$ cat src/rtl/iph_pkg.sv
// Shared types, codes and sizes for the indexed priority heap.
package iph_pkg;

	localparam int MAX_VARS_DEF = 1024;
	localparam int VAR_W        = $clog2(MAX_VARS_DEF);
	localparam int KEY_W        = 32;
	localparam int CNT_W        = $clog2(MAX_VARS_DEF + 1);
	localparam int KIND_W       = 2;

	localparam logic [KIND_W-1:0] KIND_SET_KEY = 2'd0;
	localparam logic [KIND_W-1:0] KIND_INSERT  = 2'd1;
	localparam logic [KIND_W-1:0] KIND_REMOVE  = 2'd2;

	// Datapath commands issued by the controller
	typedef struct packed {
		logic load;       // latch the input transaction
		logic clr_wr;     // clearing pass write
		logic key_wr;     // write the new key
		logic set_item;   // re-keyed variable becomes the moving item
		logic ins_init;   // place variable at the end of the heap
		logic rd_root;    // read slot 0 and the last slot
		logic rem_init;   // drop the root, take the last entry as moving item
		logic err_set;    // remove on an empty heap
		logic rem_key;    // capture the key of the refill item
		logic up_key;     // read the parent key
		logic up_step;    // compare and maybe swap one level up
		logic dn_rd;      // read both child slots
		logic dn_key;     // read both child keys
		logic dn_step;    // compare and maybe swap one level down
		logic fin;        // write the moving item at its final place
	} iph_cmd_t;

	// Datapath status seen by the controller
	typedef struct packed {
		logic clr_last;
		logic at_root;
		logic up_more;
		logic no_child;
		logic dn_more;
		logic present;
		logic in_range;
		logic full;
		logic empty;
		logic remain;
	} iph_sts_t;

endpackage

$ cat src/rtl/iph_ctrl.sv
// Heap controller: sequences clearing, insert, re-key and remove transactions.
module iph_ctrl (
	input  logic                       clk,
	input  logic                       arst_n,
	input  logic                       start,
	input  logic [iph_pkg::KIND_W-1:0] kind,
	output logic                       busy,
	output logic                       done,
	output iph_pkg::iph_cmd_t          cmd,
	input  iph_pkg::iph_sts_t          sts
);

	localparam logic [3:0] S_CLR   = 4'd0;
	localparam logic [3:0] S_IDLE  = 4'd1;
	localparam logic [3:0] S_DEC   = 4'd2;
	localparam logic [3:0] S_VAR   = 4'd3;
	localparam logic [3:0] S_RINIT = 4'd4;
	localparam logic [3:0] S_RKEY  = 4'd5;
	localparam logic [3:0] S_UPRD  = 4'd6;
	localparam logic [3:0] S_UPKEY = 4'd7;
	localparam logic [3:0] S_UPCMP = 4'd8;
	localparam logic [3:0] S_DNRD  = 4'd9;
	localparam logic [3:0] S_DNKEY = 4'd10;
	localparam logic [3:0] S_DNCMP = 4'd11;
	localparam logic [3:0] S_FIN   = 4'd12;
	localparam logic [3:0] S_DONE  = 4'd13;

	logic [3:0] state_q, state_d;
	logic [iph_pkg::KIND_W-1:0] kind_q;

	always_ff @(posedge clk or negedge arst_n) begin
		if (!arst_n) begin
			state_q <= S_CLR;
			kind_q  <= '0;
		end else begin
			state_q <= state_d;
			if (start && !busy) kind_q <= kind;
		end
	end

	assign busy = state_q != S_IDLE;

	// next state and commands
	always_comb begin
		state_d = state_q;
		cmd     = '0;
		done    = 1'b0;
		unique case (state_q)
			S_CLR: begin
				cmd.clr_wr = 1'b1;
				if (sts.clr_last) state_d = S_IDLE;
			end
			S_IDLE: begin
				if (start) begin
					cmd.load = 1'b1;
					state_d  = S_DEC;
				end
			end
			S_DEC: begin
				// position and key of the variable are being read
				unique case (kind_q)
					iph_pkg::KIND_SET_KEY: begin
						if (sts.in_range) begin
							cmd.key_wr = 1'b1;
							state_d    = S_VAR;
						end else begin
							state_d = S_DONE;
						end
					end
					iph_pkg::KIND_INSERT: state_d = sts.in_range ? S_VAR : S_DONE;
					iph_pkg::KIND_REMOVE: begin
						if (sts.empty) begin
							cmd.err_set = 1'b1;
							state_d     = S_DONE;
						end else begin
							cmd.rd_root = 1'b1;
							state_d     = S_RINIT;
						end
					end
					default: state_d = S_DONE;
				endcase
			end
			S_VAR: begin
				if (kind_q == iph_pkg::KIND_SET_KEY) begin
					if (sts.present) begin
						cmd.set_item = 1'b1;
						state_d      = S_UPRD;
					end else begin
						state_d = S_DONE;
					end
				end else if (!sts.present && !sts.full) begin
					cmd.ins_init = 1'b1;
					state_d      = S_UPRD;
				end else begin
					state_d = S_DONE;
				end
			end
			// sift up: parent slot, parent key, compare
			S_UPRD: state_d = sts.at_root ? S_FIN : S_UPKEY;
			S_UPKEY: begin
				cmd.up_key = 1'b1;
				state_d    = S_UPCMP;
			end
			S_UPCMP: begin
				cmd.up_step = 1'b1;
				state_d     = sts.up_more ? S_UPRD : S_FIN;
			end
			S_RINIT: begin
				cmd.rem_init = 1'b1;
				state_d      = sts.remain ? S_RKEY : S_DONE;
			end
			S_RKEY: begin
				cmd.rem_key = 1'b1;
				state_d     = S_DNRD;
			end
			// sift down: child slots, child keys, compare
			S_DNRD: begin
				if (sts.no_child) begin
					state_d = S_FIN;
				end else begin
					cmd.dn_rd = 1'b1;
					state_d   = S_DNKEY;
				end
			end
			S_DNKEY: begin
				cmd.dn_key = 1'b1;
				state_d    = S_DNCMP;
			end
			S_DNCMP: begin
				cmd.dn_step = 1'b1;
				state_d     = sts.dn_more ? S_DNRD : S_FIN;
			end
			S_FIN: begin
				cmd.fin = 1'b1;
				state_d = S_DONE;
			end
			S_DONE: begin
				done    = 1'b1;
				state_d = S_IDLE;
			end
			default: state_d = S_IDLE;
		endcase
	end

endmodule

$ cat config.mk
export PLATFORM = sky130hd
export DESIGN_NAME = iph_ctrl
export DESIGN_NICKNAME = d
export VERILOG_FILES = /design/src/rtl/iph_pkg.sv /design/src/rtl/iph_ctrl.sv
export SDC_FILE = /design/constraint.sdc
export NUM_CORES = 1
export LEC_CHECK = 0
export ABC_AREA = 1
export BUFFER_PORTS_ARGS = -buffer_cell sky130_fd_sc_hd__buf_2
export CORE_MARGIN = 8
export CORE_UTILIZATION = 46
export CTS_CLUSTER_SIZE = 28
export DETAILED_ROUTE_END_ITERATION = 7
export MAX_ROUTING_LAYER = met4
export PLACE_DENSITY = 0.92
export SKIP_CTS_REPAIR_TIMING = 1
export SLEW_MARGIN = 20
export SYNTH_ARGS = -nofsm -noshare
export SYNTH_HDL_FRONTEND = slang
export SYNTH_SLANG_ARGS = --single-unit
$ cat constraint.sdc
create_clock -name clk -period 2.43 [get_ports clk]
set_input_delay 0.486 -clock clk [delete_from_list [all_inputs] [get_ports clk]]
set_output_delay 0.486 -clock clk [all_outputs]
set_load 0.01 [all_outputs]
==> impl_metrics.tcl, run 1 <==
set metrics [dict create \
    dp_hpwl_um 1650 \
    syn_avg_cell_area_um2 5.30 \
    yosysWarnings 0 \
    final_common_cell "buf_2" \
    reg2reg_slack_ns 1.10 \
    die-area_um2 2750 \
    top_usage_layer "met2" \
    tns_ns 0 \
    placed_cell_area_um2 783 \
    worstPathArrival_ns 1.47 \
    cts_tree "done" \
    yosys.cell_types.count 13 \
    first_pass_iters 4 \
    post-route-util_pct 63.5 \
    gr-usage-met1_pct 15.0 \
    path_class "register to output pin" \
    grt_pass1_wl_um 2990 \
    post-place-ws_ns 0.728 \
    clock-sinks 6 \
    numCtsBuffers 3 \
    worst_slew_pin_slew_ns 0.315 \
    start_kind "register" \
    cts_buffer_depth 2 \
    antenna_cells 0 \
    pin_count 32 \
    register_area_um2 150 \
    critical-path-slowest-cell "dfrtp_1" \
    ys_ff_latch 6 \
    place.gp.congestion 0.909 \
    hold_class "input pin to async pin" \
    clk_pin_slew_worst_paths_ns 0.04 \
    ys_seq_area_share_pct 24.6 \
    wire_per_inst_um 11.6 \
    worst_r2r_path_depth 7 \
    finalSetupViolCount 0 \
    multi_input_area_um2 362 \
    ant_nets 0 \
    grt_pass1_vias 770 \
    instances_no_fill 164 \
    grt_usage_pct 14.3 \
    crit_fanout 6 \
    routed_wl_um 1900 \
    maxSlewViolCount 0 \
    fin_crit_ns 1.95 \
    layout_setup_ws_ns 0.477 \
    r2r_start "state_q[3]" \
    power_density_nw_per_um2 1080 \
    fp.coreArea_um2 1270 \
    vias 822 \
    final_hold_viol_count 0 \
    grt_setup_unrepaired "no" \
    r2r_end "state_q[1]" \
    syn_nets 130 \
    worst_ir_drop_vdd_uv 724 \
    maxSlewHeadroom_pct 78.9 \
    grt_max_degree 10 \
    skew_ns 0.00636 \
    synth_top_area_cell "dfrtp_1" \
    cpPeakStageDelay_ns 0.44 \
    syn_area_um2 609 \
    drcViolationCount 0 \
    antenna_found_initial 0 \
    drv_cap 0 \
    fmax_mhz 512 \
    fp-row-count 13 \
    final_cell_mix "31 x buf_2, 29 x nand2_1, 26 x inv_1, 25 x nor2_1, 12 x nand3_1" \
    cts-htree-levels 1 \
    dp_cells 161 \
    outcome "completed" \
    period_share_pct 80.4 \
    finalNetCount 166 \
    crit_path_end_kind "output pin" \
    grtUsageMet2_pct 25.1 \
    drtIter0Drc 16 \
    start_util_pct 48.0 \
    layout.filler_cells 136 \
    die_h_um 52.4 \
    io_buffers 31 \
    syn2layout_area_growth_pct 32.2 \
    cts-root-buf "clkbuf_4" \
    yosys-top-cells-area "dfrtp_1 25%, nand2_1 18%, inv_1 16%, nor2_1 15%, nand3_1 9.9%" \
    synth_top_area_share_pct 24.6 \
    power_leakage_nw 0.568 \
    grt-ovfl-total 0 \
    clock_latency_ns 0.24 \
    path_cells "nor2_2 -> nand2_1 -> nor4_1 -> buf_2" \
    worst_ep_required_time_ns 1.94 \
    design_area_um2 806 \
    syn_inst 115 \
    fp.dieW_um 52.4 \
    vias_per_cell 5.01 \
    drive_gt1_share_pct 26.2 \
    gr-usage-met3_pct 3.69 \
]
[through the flow]
step,total power [mW],hold WS [ns]
2_1_floorplan,0.605,0.190
3_3_place_gp,0.757,0.309
3_5_place_dp,0.779,0.312
4_1_cts,0.871,0.0553
5_1_grt,0.954,0.0499
6_report,0.870,0.0559
[critical path, delay by kind of cell (launching register included)]
family | cells | cell delay [ns]
flip-flops | 1 | 0.44
buffers and inverters | 1 | 0.18
AND/OR/NAND/NOR | 3 | 0.60
[worst max path at each step]
stage          slack, ns     end  startpoint
2_1_floorplan       0.83  cmd[9]  state_q[2]
3_3_place_gp        0.82  cmd[9]  state_q[2]
3_5_place_dp        0.73  cmd[9]  state_q[1]
4_1_cts             0.46  cmd[9]  state_q[1]
5_1_grt             0.34  cmd[9]  state_q[1]
6_report            0.48  cmd[9]  state_q[0]
[synthesized netlist by cell type, drive strengths merged]
master  count
nor2       30
nand2      29
inv        26
nand3      12
dfrtp       6
o21ai       4
a21oi       2
nand4       2
nor3        1
nor4        1
o211ai      1
o22ai       1
[flip-flops by register name, summed over array words and instances (netlist names)]
name,cells
kind_q,2
state_q,4
[final cells by class]
type / count / area share, %
inverters: 26 / 12.1
well taps: 15 / 2.33
multi-input cells: 83 / 44.9
flip-flops and latches: 6 / 18.6
clock buffers: 3 / 2.80
repair buffers: 31 / 19.3
[metal layers]
layer	part of all wire [%]	wire [um]
met2	50	942
met4	0.63	12
met1	43	812
met3	7.0	134
met5	0	0
[power by group]
| part | switching (mW) | total, mW | internal [mW] | leakage (nW) |
|---|---|---|---|---|
| registers | 0.0720 | 0.225 | 0.153 | 0.0736 |
| clock network | 0.0319 | 0.0875 | 0.0556 | 0.0138 |
| logic | 0.370 | 0.558 | 0.189 | 0.481 |
[logic make-up after synthesis]
kind of cell | count (synthesis) | synth area share [%]
compound gates | 8 | 7.19
flops | 6 | 24.6
buf+inv | 26 | 16.0
simple gates | 75 | 52.2
Note: power is estimated with default switching activity, not from simulation.
==> inputs of run 2 (changes only) <==
--- a/config.mk
+++ b/config.mk
@@ -8,11 +8,11 @@
 export ABC_AREA = 1
 export BUFFER_PORTS_ARGS = -buffer_cell sky130_fd_sc_hd__buf_2
 export CORE_MARGIN = 8
-export CORE_UTILIZATION = 46
+export CORE_UTILIZATION = 43
 export CTS_CLUSTER_SIZE = 28
 export DETAILED_ROUTE_END_ITERATION = 7
 export MAX_ROUTING_LAYER = met4
-export PLACE_DENSITY = 0.92
+export PLACE_DENSITY = 0.88
 export SKIP_CTS_REPAIR_TIMING = 1
 export SLEW_MARGIN = 20
 export SYNTH_ARGS = -nofsm -noshare
==> constraint.sdc (replaced) <==
create_clock -name clk -period 2.05 [get_ports clk]
set_input_delay 0.41 -clock clk [delete_from_list [all_inputs] [get_ports clk]]
set_output_delay 0.41 -clock clk [all_outputs]
set_load 0.01 [all_outputs]
==> run 2 against run 1 <==
Effect of this change: clock power grew 28%; final area is 1.2% higher; power up 19%; flip-flop and latch count did not move; sequential share of layout area shrank 0.23 points; critical path depth stayed put; global-route usage shrank 0.38 points; cell count is 0.61% higher; routed wire length shrank 2.4%; critical endpoint unchanged.
==> impl_metrics.tcl, run 2 (synthesis gave the netlist of run 1 again) <==
set metrics [dict create \
    post-route-util_pct 61.9 \
    drtIter0Drc 23 \
    period_share_pct 91.0 \
    fp.dieW_um 53.6 \
    maxSlewHeadroom_pct 78.0 \
    cts-htree-levels 1 \
    syn2layout_area_growth_pct 33.9 \
    total_power_mw 1.03 \
    pin_count 32 \
    whs_ns 0.377 \
    dp_hpwl_um 1580 \
    power_density_nw_per_um2 1270 \
    tns_ns 0 \
    clk_pin_slew_worst_paths_ns 0.05 \
    grt-ovfl-total 0 \
    path_class "register to output pin" \
    clock_latency_ns 0.25 \
    worst_ir_drop_vdd_uv 814 \
    drv_cap 0 \
    grt_pass1_wl_um 2990 \
    place.gp.congestion 0.942 \
    finalNetCount 167 \
    final_common_cell "buf_2" \
    antenna_cells 0 \
    die_h_um 53.6 \
    first_pass_iters 4 \
    grt_setup_unrepaired "no" \
    start_kind "register" \
    worst_ep_required_time_ns 1.64 \
    routed_wl_um 1860 \
    critical-path-slowest-cell "dfrtp_1" \
    die-area_um2 2880 \
    design_area_um2 816 \
    wire_per_inst_um 11.3 \
    fp-row-count 13 \
    vias 822 \
    io_buffers 31 \
    dp_cells 161 \
    largest_register_ffs 4 \
    ant_nets 0 \
    fmax_mhz 536 \
    outcome "completed" \
    power_leakage_nw 0.573 \
    worst_slew_pin_slew_ns 0.329 \
    path_buf_inv 1 \
    regMostFlops "state_q" \
    crit_fanout 7 \
    reg.largest.list "state_q (4), kind_q (2)" \
    fp.coreArea_um2 1320 \
    cts_buffer_depth 2 \
    hold_class "input pin to register" \
    drcViolationCount 0 \
    instances_no_fill 165 \
    maxSlewViolCount 0 \
    cpLargestDelayFamily "simple AND/OR/NAND/NOR gates" \
    crit_path_end_kind "output pin" \
    skew_ns 0.00254 \
    antenna_found_initial 0 \
    finalSetupViolCount 0 \
    layout_setup_ws_ns 0.184 \
    cts-root-buf "clkbuf_4" \
    start_util_pct 46.2 \
    placed_cell_area_um2 783 \
    cpPeakStageDelay_ns 0.44 \
    grt_usage_pct 13.9 \
    vias_per_cell 4.98 \
    worstPathArrival_ns 1.46 \
    grt_max_degree 10 \
    clock-sinks 6 \
    fin_crit_ns 1.87 \
    final_cell_mix "31 x buf_2, 29 x nand2_1, 26 x inv_1, 25 x nor2_1, 12 x nand3_1" \
    post-place-ws_ns 0.460 \
    final_hold_viol_count 0 \
    numCtsBuffers 3 \
    cts_tree "done" \
    grt_pass1_vias 759 \
    drive_gt1_share_pct 26.0 \
    path_cells "nor2_2 -> nand2_1 -> nor4_1 -> buf_2" \
]
==> run 2: power breakdown <==
group	internal, mW	leakage [nW]	switching [mW]	total [mW]
Clock	0.0664	0.0138	0.0452	0.112
Combinational	0.225	0.485	0.432	0.656
Sequential	0.181	0.0736	0.0851	0.266
==> run 2: path summary, 6_finish.rpt <==
path                             from         end  slack (ns)  cells past startpoint
max                        state_q[2]      cmd[9]        0.18                      4
min                           kind[0]   kind_q[0]        0.38                      3
max reg2reg                state_q[0]  state_q[0]        0.72                      7
min reg2reg                 kind_q[0]   kind_q[0]        0.65                      2
max in group asynchronous      arst_n  state_q[3]        1.40                      2
min in group asynchronous      arst_n  state_q[1]        0.51                      2
==> run 2: worst register-to-register path: cells and delay by family (launching register included) <==
family                 cells  cell delay (ns)
and+or+nand+nor            6             0.79
buffers and inverters      1             0.05
DFF                        1             0.44
==> run 2: area by class of cell <==
type | count | area (um2)
fillers | 141 | 502
multi-input cells | 83 | 362
repair buffers | 32 | 165
flip-flops and latches | 6 | 150
inverters | 26 | 97.6
clock buffers | 3 | 22.5
well taps | 15 | 18.8
==> run 2: layer usage <==
metal | vias to the layer above | GRT usage, % | wire length [um] | share of wire (%)
met1 | 351 | 15.6 | 815 | 44
met3 | 6 | 2.75 | 150 | 8.1
met2 | 42 | 23.2 | 854 | 46
met5 | - | - | 0 | 0
met4 | 0 | 6.30 | 36 | 1.9
li1 | 423 | - | - | -
